==> src/hw/rtl/dcglfsr_pkg.sv <==
package dcglfsr_pkg;

  // Shifts performed per cycle by the advance datapath
  localparam int unsigned STEPS_PER_CYCLE = 8;

  localparam int unsigned WORD_W = 32;
  localparam int unsigned STEP_W = 16;

  localparam logic [WORD_W-1:0] FEEDBACK_MASK  = 32'h8000_0057;
  localparam logic [WORD_W-1:0] MASKING_RESET  = 32'hdead_beef;
  localparam logic [WORD_W-1:0] ORDERING_RESET = 32'h9999_9999;

  // Operation codes
  localparam logic OP_SEED = 1'b0;
  localparam logic OP_NEXT = 1'b1;

  // Context codes
  localparam logic CTX_MASKING  = 1'b0;
  localparam logic CTX_ORDERING = 1'b1;

  localparam logic [STEP_W-1:0] CHUNK_MAX = STEP_W'(STEPS_PER_CYCLE);

  typedef struct packed {
    logic seed_wr;   // write seed into the requested context
    logic read_wr;   // capture the requested context and load the step count
    logic step;      // advance the selected context by one chunk
  } cmd_t;

  typedef struct packed {
    logic last_chunk;  // remaining shifts fit in one chunk
  } stat_t;

  function automatic logic [WORD_W-1:0] shift_once(input logic [WORD_W-1:0] s);
    logic [WORD_W-1:0] r;
    r = s >> 1;
    if (s[0]) begin
      r = r ^ FEEDBACK_MASK;
    end
    return r;
  endfunction

  // Apply n shifts, n no larger than STEPS_PER_CYCLE
  function automatic logic [WORD_W-1:0] shift_chunk(input logic [WORD_W-1:0] s,
                                                    input logic [STEP_W-1:0] n);
    logic [WORD_W-1:0] r;
    r = s;
    for (int i = 0; i < STEPS_PER_CYCLE; i++) begin
      if (STEP_W'(i) < n) begin
        r = shift_once(r);
      end
    end
    return r;
  endfunction

endpackage

==> src/hw/rtl/dcglfsr_ctrl.sv <==
module dcglfsr_ctrl (
  input  logic                clk,
  input  logic                rst,
  input  logic                in_valid,
  output logic                in_stall,
  input  logic                operation,
  input  logic [15:0]         step_count,
  output logic                out_valid,
  input  logic                out_stall,
  output dcglfsr_pkg::cmd_t   cmd,
  input  dcglfsr_pkg::stat_t  stat
);
  import dcglfsr_pkg::*;

  localparam logic ST_IDLE = 1'b0;
  localparam logic ST_RUN  = 1'b1;

  logic st;
  logic st_next;
  logic accept;

  // Hold input while advancing or while a word waits with nowhere to go
  assign in_stall = (st == ST_RUN) || (out_valid && out_stall);
  assign accept   = in_valid && !in_stall;

  assign cmd.seed_wr = accept && (operation == OP_SEED);
  assign cmd.read_wr = accept && (operation == OP_NEXT);
  assign cmd.step    = (st == ST_RUN);

  always_comb begin
    st_next = st;
    unique case (st)
      ST_IDLE: begin
        if (cmd.read_wr && (step_count != '0)) begin
          st_next = ST_RUN;
        end
      end
      ST_RUN: begin
        if (stat.last_chunk) begin
          st_next = ST_IDLE;
        end
      end
      default: st_next = ST_IDLE;
    endcase
  end

  always_ff @(posedge clk) begin
    if (rst) begin
      st        <= ST_IDLE;
      out_valid <= 1'b0;
    end else begin
      st <= st_next;
      if (cmd.read_wr) begin
        out_valid <= 1'b1;
      end else if (!out_stall) begin
        out_valid <= 1'b0;
      end
    end
  end

  a_run_ends: assert property (@(posedge clk) disable iff (rst)
    (st == ST_RUN) && stat.last_chunk |=> (st == ST_IDLE))
    else $error("advance did not finish after last chunk");

  a_nonzero_runs: assert property (@(posedge clk) disable iff (rst)
    cmd.read_wr && (step_count != '0) |=> (st == ST_RUN))
    else $error("nonzero step count did not start advance");

  a_word_loaded: assert property (@(posedge clk) disable iff (rst)
    cmd.read_wr |=> out_valid)
    else $error("read did not present a word");

endmodule

==> src/hw/rtl/dcglfsr_dp.sv <==
module dcglfsr_dp (
  input  logic                clk,
  input  logic                rst,
  input  dcglfsr_pkg::cmd_t   cmd,
  output dcglfsr_pkg::stat_t  stat,
  input  logic                context_req,
  input  logic [31:0]         seed_value,
  input  logic [15:0]         step_count,
  output logic [31:0]         random_word
);
  import dcglfsr_pkg::*;

  logic [WORD_W-1:0] masking_state;
  logic [WORD_W-1:0] ordering_state;
  logic [STEP_W-1:0] steps_left;
  logic              ctx_sel;
  logic [STEP_W-1:0] chunk;
  logic [WORD_W-1:0] cur_state;
  logic [WORD_W-1:0] adv_state;

  assign stat.last_chunk = (steps_left <= CHUNK_MAX);
  assign chunk     = stat.last_chunk ? steps_left : CHUNK_MAX;
  assign cur_state = (ctx_sel == CTX_MASKING) ? masking_state : ordering_state;
  assign adv_state = shift_chunk(cur_state, chunk);

  always_ff @(posedge clk) begin
    if (rst) begin
      masking_state  <= MASKING_RESET;
      ordering_state <= ORDERING_RESET;
      steps_left     <= '0;
      ctx_sel        <= CTX_MASKING;
    end else begin
      if (cmd.seed_wr) begin
        if (context_req == CTX_MASKING) begin
          masking_state <= seed_value;
        end else begin
          ordering_state <= seed_value;
        end
      end
      if (cmd.read_wr) begin
        steps_left <= step_count;
        ctx_sel    <= context_req;
      end else if (cmd.step) begin
        steps_left <= steps_left - chunk;
        if (ctx_sel == CTX_MASKING) begin
          masking_state <= adv_state;
        end else begin
          ordering_state <= adv_state;
        end
      end
    end
  end

  // Output word: state before advancing
  always_ff @(posedge clk) begin
    if (cmd.read_wr) begin
      random_word <= (context_req == CTX_MASKING) ? masking_state : ordering_state;
    end
  end

  a_step_has_work: assert property (@(posedge clk) disable iff (rst)
    cmd.step |-> (steps_left != '0))
    else $error("advance step with no shifts left");

  a_chunk_count: assert property (@(posedge clk) disable iff (rst)
    cmd.step && !stat.last_chunk |=> (steps_left == $past(steps_left) - CHUNK_MAX))
    else $error("step counter did not drop by a full chunk");

  a_no_overlap: assert property (@(posedge clk) disable iff (rst)
    cmd.step |-> !(cmd.seed_wr || cmd.read_wr))
    else $error("new word accepted during advance");

endmodule

==> src/hw/rtl/dual_context_galois_lfsr.sv <==
// Two independent 32-bit right-shifting Galois LFSRs (feedback mask
// 0x80000057): context 0 feeds masking, context 1 feeds ordering. A seed
// word (operation 0) overwrites the chosen context's state and returns
// nothing. A next word (operation 1) returns the chosen context's state as
// it stood before the word, then advances that state by step_count shifts
// (zero leaves it unchanged). The advance datapath performs up to 8 shifts
// per clock, and a next word stalls the input until its advance is done;
// a seed word does not stall it. The returned word sits in an output
// register. While that word is held there by out_stall the input stalls,
// seed words included; a new word is taken in the same cycle the waiting
// word leaves. An all-zero state is a fixed point: the context returns
// zero until reseeded.
// Reset states are 0xdeadbeef (masking) and 0x99999999 (ordering).
module dual_context_galois_lfsr (
  input  logic        clk,
  input  logic        rst,
  input  logic        in_valid,
  output logic        in_stall,
  input  logic        operation,
  input  logic        context_req,
  input  logic [31:0] seed_value,
  input  logic [15:0] step_count,
  output logic        out_valid,
  input  logic        out_stall,
  output logic [31:0] random_word
);
  import dcglfsr_pkg::*;

  cmd_t  cmd;
  stat_t stat;

  // Sequence accept, advance and output hand-off
  dcglfsr_ctrl u_ctrl (
    .clk        (clk),
    .rst        (rst),
    .in_valid   (in_valid),
    .in_stall   (in_stall),
    .operation  (operation),
    .step_count (step_count),
    .out_valid  (out_valid),
    .out_stall  (out_stall),
    .cmd        (cmd),
    .stat       (stat)
  );

  // Hold both generator states, the step counter and the output word
  dcglfsr_dp u_dp (
    .clk         (clk),
    .rst         (rst),
    .cmd         (cmd),
    .stat        (stat),
    .context_req (context_req),
    .seed_value  (seed_value),
    .step_count  (step_count),
    .random_word (random_word)
  );

endmodule

==> config.mk <==
export PLATFORM = sky130hd
export DESIGN_NAME = dual_context_galois_lfsr
export DESIGN_NICKNAME = d
export VERILOG_FILES = /design/src/hw/rtl/dcglfsr_pkg.sv /design/src/hw/rtl/dcglfsr_ctrl.sv /design/src/hw/rtl/dcglfsr_dp.sv /design/src/hw/rtl/dual_context_galois_lfsr.sv
export SDC_FILE = /design/constraint.sdc
export NUM_CORES = 1
export LEC_CHECK = 0
export ABC_AREA = 1
export BUFFER_PORTS_ARGS = -buffer_cell sky130_fd_sc_hd__buf_4
export CAP_MARGIN = 30
export CORE_MARGIN = 2
export CORE_UTILIZATION = 40
export DETAILED_ROUTE_END_ITERATION = 10
export GPL_TIMING_DRIVEN = 0
export SLEW_MARGIN = 5
export SYNTH_ARGS = -nofsm -noshare
export SYNTH_HDL_FRONTEND = slang
export SYNTH_SLANG_ARGS = --single-unit
==> constraint.sdc <==
create_clock -name clk -period 4.6 [get_ports clk]
set_input_delay 0.69 -clock clk [delete_from_list [all_inputs] [get_ports clk]]
set_output_delay 0.69 -clock clk [all_outputs]
set_load 0.1 [all_outputs]
# --- Word level (Yosys, flattened, before mapping) ---
# Cells that the tools add are included.
# Widths: inputs -> output; s select.
classes:
  add_sub_neg: 1
  multipliers: 0
  n_div: 0
  order_cmp: 9
  n_eq_ne: 1
  n_shift: 0
  mux: 36
  bitwise_logic: 10
  reduce_logical: 9
ops:
  columns: ["cell", "n"]
  rows:
  - ["$mux 32", 28]
  - ["$lt 3x16->1 const A", 4]
  - ["$mux 16", 3]
  - ["$not 5->6", 8]
  - ["$lt 1x16->1 const A", 2]
  - ["$lt 2x16->1 const A", 2]
  - ["$le 16x4->1 const B", 1]
  - ["$reduce_bool 16->1", 1]
  - ["$sub 16x16->16", 1]
  - ["$logic_and 1x1->1", 5]
  - ["$mux 1", 4]
  - ["$ne 2x1->1 const B", 1]
  - ["$not 1->1", 2]
  - ["$pmux 1 s2", 1]
  - ["$reduce_bool 2->1", 1]
  - ["$logic_not 1->1", 1]
  - ["$logic_or 1x1->1", 1]
word_totals:
  register_bits: 115
  latch_bits: 0
  ramBits: 0
  mem_bits_ro: 0
  in_bits: 54
  output_inout_bits: 34
  memories: 0

# --- Depth between registers and ports, before layout ---
depth:
  depth_word: 28
  depth_mapped: 34
  ltp_nobuf: 33

# --- Modules after synthesis ---
# A second synthesis with hierarchy kept.
hier_totals:
  hier_cells: 1672
  hier_area_um2: 10023.4
modules_own_cells:
  columns: ["mod", "n_inst", "cells_per_inst", "area_each_um2", "seq_area_each_um2"]
  rows:
  - ["dcglfsr_dp", 1, 1642, 9839.4, 2582.5]
  - ["dcglfsr_ctrl", 1, 30, 183.9, 40.0]

# --- Least setup slack after synthesis ---
# No wires, ideal clock.
synth_path:
  kind: "register to register"
  startpoint: "register u_dp.steps_left[12]"
  endpoint: "register u_dp.masking_state[6]"
  arrival_time_ps: 2823
  required_time_ps: 4466
  setup_slack_ps: 1644
  path_stages_with_launch: 30
  cell_sequence: "dfxtp_1 > nor2_2 > nand2_2 > nor2_8 > nand2_4 > clkinv_4 > nand3_4 > clkinv_2 > buf_6 > nand3_1 > nand2_1 > nand3_1 > nand3_1 > nand2_1 > nand2_2 > nand3_2 > nand2_2 > nand2_2 > nand2_4 > nand2_4 > nor2_4 > nand2_4 > nand2_8 > nand3_4 > nand2_4 > nand2_1 > nand3_1 > nand2_1 > nand2_1 > nand3_1"
synth_between:
  elab_chain_len: 26
  elab_cells_between_ends: 35
  classes_between: "order compare: 9; mux: 19; bitwise: 7"
synth_rtl:
  columns: ["element", "line_no", "text"]
  rows:
  - ["start, declared", "dcglfsr_dp.sv:15", "logic [STEP_W-1:0] steps_left;"]
  - ["start signal, assigned", "dcglfsr_dp.sv:41", "steps_left <= step_count;"]
  - ["start signal, assigned", "dcglfsr_dp.sv:44", "steps_left <= steps_left - chunk;"]
  - ["$le 16x4->1", "dcglfsr_dp.sv:21", "assign stat.last_chunk = (steps_left <= CHUNK_MAX);"]
  - ["$mux 16 *", "dcglfsr_dp.sv:22", "assign chunk = stat.last_chunk ? steps_left : CHUNK_MAX;"]
  - ["$lt 1x16->1", "dcglfsr_pkg.sv:48", "if (STEP_W'(i) < n) begin"]
  - ["$mux 32", "dcglfsr_pkg.sv:48", null]
  - ["$not 5->6 (no line)", null, null]
  - ["$mux 32", "dcglfsr_pkg.sv:36", "if (s[0]) begin"]
  - ["$mux 32", "dcglfsr_pkg.sv:48", null]
  - ["$not 5->6 (no line)", null, null]
  - ["[10 not listed]", null, null]
  - ["$not 5->6 (no line)", null, null]
  - ["$mux 32", "dcglfsr_pkg.sv:36", null]
  - ["$mux 32", "dcglfsr_pkg.sv:48", null]
  - ["$mux 32", "dcglfsr_pkg.sv:36", null]
  - ["$mux 32 *", "dcglfsr_pkg.sv:48", null]
  - ["$mux 32 *", "dcglfsr_dp.sv:45", "if (ctx_sel == CTX_MASKING) begin"]
  - ["$mux 32 *", "dcglfsr_dp.sv:43", "end else if (cmd.step) begin"]
  - ["$mux 32 *", "dcglfsr_dp.sv:40", "if (cmd.read_wr) begin"]
  - ["end signal, assigned", "dcglfsr_dp.sv:35", "masking_state <= seed_value;"]
  - ["end signal, assigned", "dcglfsr_dp.sv:46", "masking_state <= adv_state;"]
  - ["end, declared", "dcglfsr_dp.sv:13", "logic [WORD_W-1:0] masking_state;"]
# Mark *: on every way between the ends. The rest lies on a longest branch, timed or not.
# A chain may end at the register's enable or synchronous reset.

# --- Worst setup path in the final report ---
layout_path:
  startpoint: "register u_dp.ctx_sel"
  endpoint: "register u_dp.ordering_state[22]"
layout_between:
  elab_chain_len: 20
layout_rtl:
  columns: ["element", "line_no", "text"]
  rows:
  - ["start, declared", "dcglfsr_dp.sv:16", "logic ctx_sel;"]
  - ["start signal, assigned", "dcglfsr_dp.sv:42", "ctx_sel <= context_req;"]
  - ["$mux 32", "dcglfsr_dp.sv:23", "assign cur_state = (ctx_sel == CTX_MASKING) ? masking_state : ordering_state;"]
  - ["$mux 32", "dcglfsr_pkg.sv:36", null]
  - ["$mux 32", "dcglfsr_pkg.sv:48", null]
  - ["$mux 32", "dcglfsr_pkg.sv:36", null]
  - ["$mux 32", "dcglfsr_pkg.sv:48", null]
  - ["$mux 32", "dcglfsr_pkg.sv:36", null]
  - ["$mux 32", "dcglfsr_pkg.sv:48", null]
  - ["$mux 32", "dcglfsr_pkg.sv:36", null]
  - ["[4 not listed]", null, null]
  - ["$mux 32", "dcglfsr_pkg.sv:48", null]
  - ["$mux 32", "dcglfsr_pkg.sv:36", null]
  - ["$mux 32", "dcglfsr_pkg.sv:48", null]
  - ["$mux 32", "dcglfsr_pkg.sv:36", null]
  - ["$mux 32", "dcglfsr_pkg.sv:48", null]
  - ["$mux 32 *", "dcglfsr_dp.sv:45", null]
  - ["$mux 32 *", "dcglfsr_dp.sv:43", null]
  - ["$mux 32 *", "dcglfsr_dp.sv:40", null]
  - ["end signal, assigned", "dcglfsr_dp.sv:37", "ordering_state <= seed_value;"]
  - ["end signal, assigned", "dcglfsr_dp.sv:48", "ordering_state <= adv_state;"]
  - ["end, declared", "dcglfsr_dp.sv:14", "logic [WORD_W-1:0] ordering_state;"]
# Marked as above.

==> impl_metrics.tcl <==
set metrics [dict create \
    nNetsFinal 1733 \
    critPathMaxFanout 10 \
    wl_um 35600 \
    cts-buffers-inserted 17 \
    root_buffer "clkbuf_16" \
    die_w_um 158 \
    areaGrowthSynthToFinish_pct 18.3 \
    ir_drop_v 0.000456 \
    start_util_pct 40.5 \
    vias 11000 \
    dp_slack_ns 0.386 \
    p_total_mw 10.0 \
    p_int_mw 4.32 \
    pwr-share-comb_pct 72.9 \
    place_area_um2 10500 \
    p_leak_nw 5.15 \
    clock-sinks 115 \
    drt_iter0_drc 1079 \
    hold_class "reg -> reg" \
    place.gp.congestion 0.984 \
    netlist_area_um2 9450 \
    antenna_left 0 \
    setup-tns-final_ns 0 \
    track_usage_pct 28.7 \
    grt_pass1_vias 9689 \
    cts_tree "yes" \
    fill_cells 2485 \
    path_class "reg -> reg" \
    switching_share_pct 57.0 \
    clkTransAtPathRegs_ns 0.06 \
    n_antenna_cell 0 \
    cp-start-kind "flip-flop" \
    wl_per_cell_um 17.7 \
    io_pins 88 \
    final.period_utilization_pct 94.2 \
    r2r_slack_ns 0.27 \
    min_delay_worst_endpoint "u_dp.steps_left[9]" \
    final_area_um2 11200 \
    tightest_slew_ns 0.804 \
    ys_ff_latch 115 \
    grt_pass1_wl_um 54500 \
    rows 56 \
    hold_start "u_dp.steps_left[9]" \
    yosysSeqAreaShare_pct 27.7 \
    crit-reg2reg-launch "u_dp.ctx_sel" \
    status "completed" \
    fin_crit_ns 4.33 \
    worstPathArrival_ns 4.65 \
    fmax_mhz 231 \
    ys_types 52 \
    synth_edf_count 32 \
    skew_ns 0.00756 \
    h-tree-depth 4 \
    post-route-drc-count 0 \
    p_clk_share_pct 15.0 \
    power_density_nw_per_um2 898 \
    syn_area_per_cell_um2 6.01 \
    p_sw_mw 5.72 \
    dpl.hpwl_um 27500 \
    fin_ws_ns 0.269 \
    fp.dieArea_um2 24900 \
    via_per_inst 5.45 \
    drive_gt1_share_pct 13.2 \
    hold_ws_ns 0.506 \
    antenna_found_initial 0 \
    crit_path_end_kind "flip-flop" \
    async_flop_share_pct 0 \
    rsz0062_at_grt "false" \
    p_seq_share_pct 12.1 \
    yosys_warnings 0 \
    hold_depth 2 \
    slew_headroom_pct 46.4 \
    cts_max_path_buffers 2 \
    synthCells 1572 \
    grt_max_degree 38 \
    syn-num-nets 1627 \
    first_pass_iters 7 \
    clock_latency_ns 0.42 \
    final-setup-viol-count 0 \
    fp.dieH_um 158 \
    ys.flop_type "dfxtp_1" \
    coreArea_um2 23300 \
    portBuffers 87 \
    holdBufCountCts 0 \
    required_ns 4.92 \
    rr_worst_depth 22 \
    grt-ovfl-total 0 \
    hold_viol_final 0 \
    postCtsSetupBuffers 0 \
    drv_cap 0 \
    rr_endpoint "u_dp.ordering_state[22]" \
    maxSlewViolCount 0 \
]
## cells in the mapped netlist (3+ instances only)
cell	number	share of area, %
o21ai_2	7	0.65
nand3_1	112	5.9
o21ai_0	216	11
buf_2	15	0.79
nand4_1	5	0.33
inv_2	8	0.32
xor2_1	8	0.74
nand2_4	7	0.83
nand3_2	6	0.64
a22oi_1	3	0.24
mux2i_1	9	0.95
a21oi_1	81	4.3
nand3_4	5	0.93
nor3_1	3	0.16
a221oi_1	6	0.56
inv_1	146	5.8
edfxtp_1	32	10
nand2_1	526	21
o22ai_1	4	0.26
or2_2	16	1.1
nor4_1	5	0.33
o21ai_1	40	2.1
nand2_2	17	1.1
o211ai_1	17	1.3
nor2_1	67	2.7
buf_1	10	0.40
dfxtp_1	83	18
buf_6	4	0.48
nor2_2	3	0.20
clkbuf_1	60	2.4
buf_4	3	0.24
a31oi_1	18	1.2
xnor2_1	5	0.46
## through the flow
step / util (%) / cells
after global placement: 45.0 / 1978
after detailed placement: 45.1 / 1979
final: 47.9 / 2010
after CTS: 48.0 / 2011
after global routing: 47.9 / 2010
after floorplan: - / 1572
## power by group through the flow
stage	Sequential, mW	Clock (mW)	Combinational, mW
CTS	1.21	1.50	7.25
floorplan	1.35	0	5.33
global placement	1.23	0	7.17
global route	1.22	1.55	8.17
finish	1.21	1.51	7.32
detailed placement	1.23	0	7.21
## critical path, cell delays in order, from the launching register on
cell and delay, ns:
dfxtp_1 0.48, buf_4 0.23, inv_1 0.23, clkbuf_1 0.37, or2_2 0.36, o21ai_0 0.22, inv_1 0.11, o21ai_0 0.28
nand2_1 0.08, nand2_1 0.09, inv_1 0.05, nand2_1 0.04, o21ai_0 0.09, nand2_1 0.07, o21ai_0 0.14, nand2_1 0.09
o21ai_0 0.15, o21ai_0 0.25, o21ai_0 0.16, o21ai_0 0.46, nand2_1 0.11, nand3_1 0.10, inv_1 0.04
## final cells by class
| type | instances | area [um2] | area share (%) |
|---|---|---|---|
| Buffer | 91 | 403 | 3.60 |
| Clock buffer | 18 | 439 | 3.93 |
| Clock inverter | 14 | 223 | 1.99 |
| Inverter | 160 | 612 | 5.47 |
| Tap cell | 319 | 399 | 3.57 |
| Timing Repair Buffer | 88 | 673 | 6.02 |
| Sequential cell | 115 | 2620 | 23.4 |
| Multi-Input combinational cell | 1205 | 5810 | 52.0 |
## logic make-up after synthesis
logic type | after synthesis | synth area share, %
xor gates and xnor gates | 13 | 1.20
AOI/OAI and AO/OA | 400 | 22.8
adders and majority gates | 1 | 0.132
other | 1 | 0.0397
muxes | 9 | 0.953
buffers and inverters | 252 | 10.8
and+or+nand+nor | 781 | 36.4
DFF | 115 | 27.7
## layout by cell type (no fill, tap or decap), types with 5 or more instances in the layout
| cell type | Yosys | layout |
|---|---|---|
| o21ai_1 | 40 | 42 |
| bufinv_16 | 0 | 5 |
| a21oi_1 | 81 | 81 |
| nor2_1 | 67 | 67 |
| dfxtp_1 | 83 | 83 |
| xor2_1 | 8 | 8 |
| o21ai_2 | 7 | 7 |
| mux2i_1 | 9 | 9 |
| nand2_1 | 526 | 526 |
| buf_4 | 3 | 90 |
| nand2_2 | 17 | 17 |
| o21ai_0 | 216 | 214 |
| nand3_2 | 6 | 6 |
| buf_2 | 15 | 15 |
| edfxtp_1 | 32 | 32 |
| nor4_1 | 5 | 5 |
| or2_2 | 16 | 16 |
| clkbuf_16 | 0 | 17 |
| buf_1 | 10 | 10 |
| o211ai_1 | 17 | 17 |
| nand3_1 | 112 | 112 |
| nand4_1 | 5 | 5 |
| inv_1 | 146 | 146 |
| inv_2 | 8 | 8 |
| clkbuf_1 | 60 | 58 |
| nand3_4 | 5 | 5 |
| a31oi_1 | 18 | 18 |
| xnor2_1 | 5 | 5 |
| nand2_4 | 7 | 7 |
| a221oi_1 | 6 | 6 |
## sequential cells by signal, indices dropped and copies added, names as in the netlist
name                 count
u_dp.masking_state      32
u_ctrl.out_valid         1
u_dp.steps_left         16
u_dp.ctx_sel             1
u_dp.random_word        32
u_dp.ordering_state     32
u_ctrl.st                1
## per-layer routing
layer | vias up | global-route usage, % | part of all wire (%)
met1 | 5015 | 37.9 | 42
met3 | 86 | 4.68 | 7.9
met2 | 476 | 46.7 | 46
met5 | - | 0 | 0
li1 | 5380 | - | -
met4 | 0 | 11.8 | 3.8
## how the worst max path moves through the flow
stage	cells after the start	from	end
after floorplan	29	u_dp.steps_left[12]	u_dp.masking_state[6]
after global placement	20	u_dp.ctx_sel	u_dp.ordering_state[27]
after detailed placement	22	u_dp.ctx_sel	u_dp.ordering_state[27]
after CTS	22	u_dp.ctx_sel	u_dp.ordering_state[27]
after global routing	21	u_dp.ctx_sel	u_dp.masking_state[20]
final	22	u_dp.ctx_sel	u_dp.ordering_state[22]
## repair_timing
action | CTS | global route
setup endpoints to repair | 0 | 3
resized for setup | 0 | 2
endpoints found under the hold margin | 0 | 0
Power figures use the tool's default switching activity.
